## src/hw/rtl/iee_pkg.sv

```systemverilog
// Shared types and constants for the infix expression evaluator.
// No dependencies; used by every module of the block.
package iee_pkg;

    localparam int DATA_W = 32;

    // Operator codes on s_next_operator; codes above OP_END act as the end mark
    localparam logic [2:0] OP_PLUS  = 3'd0;
    localparam logic [2:0] OP_MINUS = 3'd1;
    localparam logic [2:0] OP_MUL   = 3'd2;
    localparam logic [2:0] OP_DIV   = 3'd3;
    localparam logic [2:0] OP_END   = 3'd4;

    localparam logic [DATA_W-1:0] SAT_MAX = 32'h7FFF_FFFF;
    localparam logic [DATA_W-1:0] SAT_MIN = 32'h8000_0000;

    typedef enum logic [1:0] {
        MOP_NONE = 2'd0,
        MOP_MUL  = 2'd1,
        MOP_DIV  = 2'd2
    } mop_t;

    // Result of the multiplier or divider, valid for one cycle with done
    typedef struct packed {
        logic              done;
        logic [DATA_W-1:0] value;
        logic              clamped;
        logic              zero_div;
    } unit_res_t;

endpackage

```

## src/hw/rtl/iee_multiplier.sv

```systemverilog
// Fixed-point multiplier: registered 32x32 product, then floor shift and clamp.
// Depends on iee_pkg.
module iee_multiplier import iee_pkg::*; #(
    parameter int FRAC_BITS = 16
) (
    input  logic                     aclk,
    input  logic                     aresetn,
    input  logic                     start,
    input  logic signed [DATA_W-1:0] a,
    input  logic signed [DATA_W-1:0] b,
    output unit_res_t                res
);

    logic signed [2*DATA_W-1:0] prod_reg;
    logic                       done_reg;
    logic signed [2*DATA_W-1:0] shifted;
    logic                       hi_same;

    always_ff @(posedge aclk) begin
        if (!aresetn) begin
            done_reg <= 1'b0;
        end else begin
            done_reg <= start;
        end
    end

    always_ff @(posedge aclk) begin
        if (start) begin
            prod_reg <= (2*DATA_W)'(a) * (2*DATA_W)'(b);
        end
    end

    // arithmetic shift floors toward minus infinity
    assign shifted = prod_reg >>> FRAC_BITS;
    assign hi_same = (&shifted[2*DATA_W-1:DATA_W-1]) || !(|shifted[2*DATA_W-1:DATA_W-1]);

    always_comb begin
        res.done     = done_reg;
        res.zero_div = 1'b0;
        res.clamped  = !hi_same;
        if (hi_same) begin
            res.value = shifted[DATA_W-1:0];
        end else if (shifted[2*DATA_W-1]) begin
            res.value = SAT_MIN;
        end else begin
            res.value = SAT_MAX;
        end
    end

endmodule

```

## src/hw/rtl/iee_divider.sv

```systemverilog
// Restoring radix-2 divider for Q-format operands, one quotient bit per cycle.
// Depends on iee_pkg.
module iee_divider import iee_pkg::*; #(
    parameter int FRAC_BITS = 16
) (
    input  logic                     aclk,
    input  logic                     aresetn,
    input  logic                     start,
    input  logic signed [DATA_W-1:0] a,
    input  logic signed [DATA_W-1:0] b,
    output unit_res_t                res
);

    localparam int DW  = DATA_W + FRAC_BITS;
    localparam int CNT_W = $clog2(DW + 1);

    logic [DW-1:0]     dvd_reg;
    logic [DATA_W-1:0] rem_reg;
    logic [DATA_W-1:0] ub_reg;
    logic              neg_reg;
    logic              busy_reg;
    logic              fin_reg;
    logic [CNT_W-1:0]  cnt_reg;
    logic              done_reg;
    logic [DATA_W-1:0] value_reg;
    logic              clamped_reg;
    logic              zero_div_reg;

    logic [DATA_W-1:0] ua;
    logic [DATA_W-1:0] ub;
    logic [DATA_W:0]   rem_sh;
    logic [DATA_W:0]   rem_diff;
    logic              ge;
    logic              pos_ovf;
    logic              neg_ovf;
    logic [DATA_W-1:0] q_lo;

    assign ua = a[DATA_W-1] ? DATA_W'(-a) : DATA_W'(a);
    assign ub = b[DATA_W-1] ? DATA_W'(-b) : DATA_W'(b);

    assign rem_sh   = {rem_reg, dvd_reg[DW-1]};
    assign rem_diff = rem_sh - {1'b0, ub_reg};
    assign ge       = !rem_diff[DATA_W];

    // quotient magnitude limits: 2^31-1 positive, 2^31 negative
    assign q_lo    = dvd_reg[DATA_W-1:0];
    assign pos_ovf = |dvd_reg[DW-1:DATA_W-1];
    assign neg_ovf = (|dvd_reg[DW-1:DATA_W]) || (q_lo[DATA_W-1] && |q_lo[DATA_W-2:0]);

    always_ff @(posedge aclk) begin
        if (!aresetn) begin
            busy_reg <= 1'b0;
            fin_reg  <= 1'b0;
            done_reg <= 1'b0;
            cnt_reg  <= '0;
        end else begin
            if (start && b != '0) begin
                busy_reg <= 1'b1;
                cnt_reg  <= CNT_W'(DW);
            end else if (busy_reg) begin
                cnt_reg <= cnt_reg - 1'b1;
                if (cnt_reg == CNT_W'(1)) begin
                    busy_reg <= 1'b0;
                end
            end
            fin_reg  <= !start && busy_reg && (cnt_reg == CNT_W'(1));
            // zero divisor answers without the loop, otherwise in the cycle after the last bit
            done_reg <= start ? (b == '0) : fin_reg;
        end
    end

    always_ff @(posedge aclk) begin
        if (start) begin
            rem_reg <= '0;
            dvd_reg <= {ua, {FRAC_BITS{1'b0}}};
            ub_reg  <= ub;
            neg_reg <= a[DATA_W-1] ^ b[DATA_W-1];
            if (b == '0) begin
                zero_div_reg <= 1'b1;
                clamped_reg  <= 1'b0;
                value_reg    <= a[DATA_W-1] ? SAT_MIN : SAT_MAX;
            end
        end else if (busy_reg) begin
            rem_reg <= ge ? rem_diff[DATA_W-1:0] : rem_sh[DATA_W-1:0];
            dvd_reg <= {dvd_reg[DW-2:0], ge};
        end else if (fin_reg) begin
            zero_div_reg <= 1'b0;
            if (!neg_reg) begin
                clamped_reg <= pos_ovf;
                value_reg   <= pos_ovf ? SAT_MAX : q_lo;
            end else begin
                clamped_reg <= neg_ovf;
                value_reg   <= neg_ovf ? SAT_MIN : DATA_W'(-q_lo);
            end
        end
    end

    always_comb begin
        res.done     = done_reg;
        res.value    = value_reg;
        res.clamped  = clamped_reg;
        res.zero_div = zero_div_reg;
    end

endmodule

```

## src/hw/rtl/infix_expression_evaluator_core.sv

```systemverilog
// Infix expression evaluator, top level: sequencer, accumulator and result register.
// Depends on iee_pkg, iee_multiplier and iee_divider.
//
// Each input beat carries one signed fixed-point operand (FRAC_BITS fraction
// bits) and the operator that follows it: plus, minus, multiply, divide, or
// end (codes 5 to 7 also mean end). Multiply and divide bind tighter than
// plus and minus; equal levels associate to the left. One result beat
// leaves at each end mark, carrying the saturated value and sticky flags for
// a zero divisor and for any clamp, after which the state returns to reset.
// Each beat then takes one of three paths: straight to the accumulate step
// when no product is pending, through the multiplier (registered product,
// then shift and clamp) when a multiplication completes, or through the
// restoring divider, which resolves one of its 32 + FRAC_BITS quotient bits
// per cycle, when a division completes. A zero divisor skips the divider
// loop. s_ready is low while a beat is in work. A finished result sits in
// an output register, so the next expression may start while it waits; an
// end mark stalls only if that register is still full.
module infix_expression_evaluator_core import iee_pkg::*; #(
    parameter int FRAC_BITS = 16
) (
    input  logic                     aclk,
    input  logic                     aresetn,
    input  logic                     s_valid,
    output logic                     s_ready,
    input  logic signed [DATA_W-1:0] s_operand,
    input  logic [2:0]               s_next_operator,
    output logic                     m_valid,
    input  logic                     m_ready,
    output logic signed [DATA_W-1:0] m_value,
    output logic                     m_divided_by_zero,
    output logic                     m_saturated
);

    typedef enum logic [3:0] {
        ST_IDLE = 4'b0001,
        ST_MUL  = 4'b0010,
        ST_DIV  = 4'b0100,
        ST_ACC  = 4'b1000
    } state_t;

    state_t            state_reg, state_next;

    // expression state
    logic [DATA_W-1:0] running_sum_reg;
    logic [DATA_W-1:0] product_term_reg;
    mop_t              pending_reg;
    logic              pending_minus_reg;
    logic              zero_div_seen_reg;
    logic              clamp_seen_reg;

    // current beat
    logic [2:0]        op_reg;
    logic [DATA_W-1:0] term_reg;

    // result register
    logic              m_valid_reg;
    logic [DATA_W-1:0] m_value_reg;
    logic              m_dz_reg;
    logic              m_sat_reg;

    logic              accept;
    logic              mul_start;
    logic              div_start;
    unit_res_t         mul_res;
    unit_res_t         div_res;
    logic              is_mulop;
    logic              is_addop;
    logic              out_free;
    logic              out_load;
    logic [DATA_W:0]   sum_wide;
    logic              sum_clamp;
    logic [DATA_W-1:0] sum_val;

    assign s_ready   = (state_reg == ST_IDLE);
    assign accept    = s_valid && s_ready;
    assign mul_start = accept && (pending_reg == MOP_MUL);
    assign div_start = accept && (pending_reg == MOP_DIV);

    iee_multiplier #(.FRAC_BITS(FRAC_BITS)) u_mul (
        .aclk    (aclk),
        .aresetn (aresetn),
        .start   (mul_start),
        .a       (product_term_reg),
        .b       (s_operand),
        .res     (mul_res)
    );

    iee_divider #(.FRAC_BITS(FRAC_BITS)) u_div (
        .aclk    (aclk),
        .aresetn (aresetn),
        .start   (div_start),
        .a       (product_term_reg),
        .b       (s_operand),
        .res     (div_res)
    );

    assign is_mulop = (op_reg == OP_MUL) || (op_reg == OP_DIV);
    assign is_addop = (op_reg == OP_PLUS) || (op_reg == OP_MINUS);
    assign out_free = !m_valid_reg || m_ready;
    // end mark finishing: result register takes the new beat
    assign out_load = (state_reg == ST_ACC) && !is_mulop && !is_addop && out_free;

    // 33-bit sum/difference; overflow when the top two bits differ
    assign sum_wide  = pending_minus_reg
                     ? {running_sum_reg[DATA_W-1], running_sum_reg} - {term_reg[DATA_W-1], term_reg}
                     : {running_sum_reg[DATA_W-1], running_sum_reg} + {term_reg[DATA_W-1], term_reg};
    assign sum_clamp = sum_wide[DATA_W] ^ sum_wide[DATA_W-1];
    assign sum_val   = sum_clamp ? (sum_wide[DATA_W] ? SAT_MIN : SAT_MAX) : sum_wide[DATA_W-1:0];

    always_comb begin
        state_next = state_reg;
        case (state_reg)
            ST_IDLE: begin
                if (accept) begin
                    case (pending_reg)
                        MOP_MUL: state_next = ST_MUL;
                        MOP_DIV: state_next = ST_DIV;
                        default: state_next = ST_ACC;
                    endcase
                end
            end
            ST_MUL: begin
                if (mul_res.done) begin
                    state_next = ST_ACC;
                end
            end
            ST_DIV: begin
                if (div_res.done) begin
                    state_next = ST_ACC;
                end
            end
            ST_ACC: begin
                // end mark waits here until the result register is free
                if (is_mulop || is_addop || out_free) begin
                    state_next = ST_IDLE;
                end
            end
            default: state_next = ST_IDLE;
        endcase
    end

    always_ff @(posedge aclk) begin
        if (!aresetn) begin
            state_reg         <= ST_IDLE;
            running_sum_reg   <= '0;
            product_term_reg  <= '0;
            pending_reg       <= MOP_NONE;
            pending_minus_reg <= 1'b0;
            zero_div_seen_reg <= 1'b0;
            clamp_seen_reg    <= 1'b0;
            m_valid_reg       <= 1'b0;
        end else begin
            state_reg <= state_next;
            if (out_load) begin
                m_valid_reg <= 1'b1;
            end else if (m_valid_reg && m_ready) begin
                m_valid_reg <= 1'b0;
            end
            case (state_reg)
                ST_MUL: begin
                    if (mul_res.done) begin
                        clamp_seen_reg <= clamp_seen_reg | mul_res.clamped;
                    end
                end
                ST_DIV: begin
                    if (div_res.done) begin
                        clamp_seen_reg    <= clamp_seen_reg | div_res.clamped;
                        zero_div_seen_reg <= zero_div_seen_reg | div_res.zero_div;
                    end
                end
                ST_ACC: begin
                    if (is_mulop) begin
                        product_term_reg <= term_reg;
                        pending_reg      <= (op_reg == OP_MUL) ? MOP_MUL : MOP_DIV;
                    end else if (is_addop) begin
                        running_sum_reg   <= sum_val;
                        clamp_seen_reg    <= clamp_seen_reg | sum_clamp;
                        product_term_reg  <= '0;
                        pending_reg       <= MOP_NONE;
                        pending_minus_reg <= (op_reg == OP_MINUS);
                    end else if (out_free) begin
                        running_sum_reg   <= '0;
                        product_term_reg  <= '0;
                        pending_reg       <= MOP_NONE;
                        pending_minus_reg <= 1'b0;
                        zero_div_seen_reg <= 1'b0;
                        clamp_seen_reg    <= 1'b0;
                    end
                end
                default: ;
            endcase
        end
    end

    // payload registers
    always_ff @(posedge aclk) begin
        if (accept) begin
            op_reg <= s_next_operator;
            if (pending_reg == MOP_NONE) begin
                term_reg <= s_operand;
            end
        end else if (state_reg == ST_MUL && mul_res.done) begin
            term_reg <= mul_res.value;
        end else if (state_reg == ST_DIV && div_res.done) begin
            term_reg <= div_res.value;
        end
        if (out_load) begin
            m_value_reg <= sum_val;
            m_dz_reg    <= zero_div_seen_reg;
            m_sat_reg   <= clamp_seen_reg | sum_clamp;
        end
    end

    assign m_valid           = m_valid_reg;
    assign m_value           = m_value_reg;
    assign m_divided_by_zero = m_dz_reg;
    assign m_saturated       = m_sat_reg;

endmodule
```

## config.mk

```make
export PLATFORM = sky130hd
export DESIGN_NAME = infix_expression_evaluator_core
export DESIGN_NICKNAME = d
export VERILOG_FILES = /design/src/hw/rtl/iee_pkg.sv /design/src/hw/rtl/iee_multiplier.sv /design/src/hw/rtl/iee_divider.sv /design/src/hw/rtl/infix_expression_evaluator_core.sv
export SDC_FILE = /design/constraint.sdc
export NUM_CORES = 2
export LEC_CHECK = 0
export BUFFER_PORTS_ARGS = -buffer_cell sky130_fd_sc_hd__buf_2
export CAP_MARGIN = 20
export CORE_UTILIZATION = 60
export CTS_BUF_LIST = sky130_fd_sc_hd__clkbuf_16
export CTS_CLUSTER_DIAMETER = 200
export DETAILED_ROUTE_END_ITERATION = 8
export GPL_TIMING_DRIVEN = 0
export PLACE_DENSITY_LB_ADDON = 0.12
export SLEW_MARGIN = 25
export SYNTH_ARGS = -nofsm -noshare
export SYNTH_HDL_FRONTEND = slang
export SYNTH_HIERARCHICAL = 1
export SYNTH_SLANG_ARGS = --single-unit
```

## constraint.sdc

```tcl
create_clock -name aclk -period 9.2 [get_ports aclk]
set_input_delay 1.84 -clock aclk [delete_from_list [all_inputs] [get_ports aclk]]
set_output_delay 1.84 -clock aclk [all_outputs]
set_load 0.02 [all_outputs]
```

==> metrics.txt <==
outcome=finished, violations left; failing checks=setup timing; relative slew slack=16.6%; max-slew violations=0; Rows=111; P per Cell Area=108 nW/um^2; fraction of layout cells with a size suffix above 1=7.20%; cells after synthesis=5,927; Vias=45,500; R2R cell count=25; achievable frequency=0.107 GHz; Core Area=91,900 sq um; Reg2Reg Capture Point=u_mul/prod_reg[42]; drt total wl=217 mm; RSZ-0062 raised after global routing=yes; Die Area=94,400 sq um; via density per instance=6.18; H-Tree Depth=2; fin crit period=9.32 ns; critical path fanouts, max=10; Total GRT Usage=47.2%; Max-Cap Viols=0; starting density of the core=60.8%; CTS buffer count=40; PortBufs=74; syn nets=7,302; drt wl/cell=29.4 um; placer congestion estimate=1.10; hold path depth=0; synthesis-to-layout area growth=8.69%; Mean Syn Cell Area=9.44 sq um; Worst VDD drop=0.122 mV; global-route wire length before repair=315 mm; Clock Sinks=348; Final period util=101%; vias in the first global route=46,500; clk_skew=0.0618 ns; Setup CP Type=flop to flop; I/O pin count=75; gr ovfl total=0; Clock Tree Buf Depth=3; endpoints failing setup=2; critical path capture point type=flop; reg2reg start=product_term_reg[11]; Synth Cell Area=55,900 sq um; final setup TNS=-0.150 ns; Post-Route Utilization=66.1%; Fin. Hold Viols=0; Root Driver=clkbuf_16; CP Data Required Time=9.49 ns; # DRC=0; Clock transition at path regs=0.06 ns; Hold EP=m_divided_by_zero; WP data arrival=9.60 ns; Lkg Pwr=28.3 nW; reg-to-reg setup timing slack=-0.12 ns; largest net degree at the start of global routing=49; clk_lat worst skew=0.63 ns; Slew @ Worst Pin=1.25 ns; initial antenna violation count=44; CTS tree=built; 1st-iter DRT viols=5,380; DRT antenna net count=0; worst hold start=zero_div_seen_reg; final setup slack of the worst path=-0.115 ns; fin nets=7,456; synth warn=6; dpl hpwl=171 mm; hold crit path type=flop to flop; Die Span X=307 um; DR pass1 iterations=8; die height=307 um; Startpoint Class=flop
## layout by cell type (no fill, tap or decap), types with 89 or more instances in the layout
master,count
nor2_1,221
dfxtp_1,131
inv_1,1026
xnor2_1,161
o21ai_0,148
clkbuf_1,183
edfxtp_1,216
a21o_1,89
ha_1,242
a21oi_1,165
and2_1,518
fa_1,1060
nand2_1,733
## per-stage QoR
| stage | power (mW) | setup slack, ns | instances | cell area (sq um) | hold slack (ns) |
|---|---|---|---|---|---|
| floorplan | 3.74 | 0.0774 | 5927 | 55900 | 0.409 |
| global placement | 4.63 | -2.65 | 7244 | 57900 | 0.431 |
| detailed placement | 4.67 | -2.72 | 7252 | 58000 | 0.433 |
| CTS | 6.39 | 0.00803 | 7337 | 60200 | 0.426 |
| global route | 6.84 | -0.0228 | 7356 | 60800 | 0.432 |
| finish | 6.55 | -0.115 | 7366 | 60800 | 0.424 |
## layer usage
metal | track usage, % | wire (um) | vias to the layer above
met3 | 17.0 | 28000 | 899
met4 | 33.5 | 19700 | 22
met2 | 68.6 | 91600 | 2953
met5 | 1.76 | 460 | -
met1 | 58.3 | 76800 | 22700
li1 | - | - | 18900
## cell type report
cell class                 count  area [sq um]
multi-input combinational   4230         42100
fill                        7619         31100
sequential                   348          9130
inverter                    1027          3880
buffer                       318          1790
tap                         1243          1560
clock buffer                  40          1000
timing repair buffer         116           933
clock inverter                33           332
antenna                       11          27.5
## power breakdown
| part | leakage (nW) | switching [mW] | total (mW) | internal [mW] |
|---|---|---|---|---|
| clock network | 0.693 | 0.689 | 1.65 | 0.965 |
| registers | 3.06 | 0.148 | 1.96 | 1.81 |
| logic | 24.6 | 1.86 | 2.93 | 1.07 |
## timing repair
action | in CTS | in global routing
setup endpoints to repair | 36 | 31
hold buffers | 0 | 0
pin swaps | 12 | 24
endpoints found under the hold margin | 0 | 0
buffers inserted | 14 | 21
gates resized for setup | 235 | 186
## critical path, cell delays in order, from the launching register on
cell and delay, ns:
dfxtp_1 0.85, clkbuf_1 0.88, and2_1 0.28, fa_1 0.42, fa_1 0.52, inv_1 0.06, fa_1 0.46, fa_1 0.51
inv_1 0.05, fa_1 0.58, fa_1 0.47, fa_1 0.50, inv_1 0.07, fa_1 0.53, inv_1 0.05, ha_1 0.27
clkbuf_4 0.17, and3_4 0.21, nand3_2 0.13, or4_1 0.43, o32a_4 0.33, buf_4 0.17, nand2_1 0.05, a21boi_1 0.15
o21ai_2 0.27, xor2_1 0.58
## how the worst max path moves through the flow
stage                               to                  from
global route        u_mul/prod_reg[62]          s_operand[5]
CTS                 u_mul/prod_reg[63]          s_operand[2]
global placement    u_mul/prod_reg[62]          s_operand[5]
floorplan           u_mul/prod_reg[63]          s_operand[2]
finish              u_mul/prod_reg[42]  product_term_reg[11]
detailed placement  u_mul/prod_reg[62]          s_operand[5]
No activity file was read; power rests on OpenSTA's default activity.
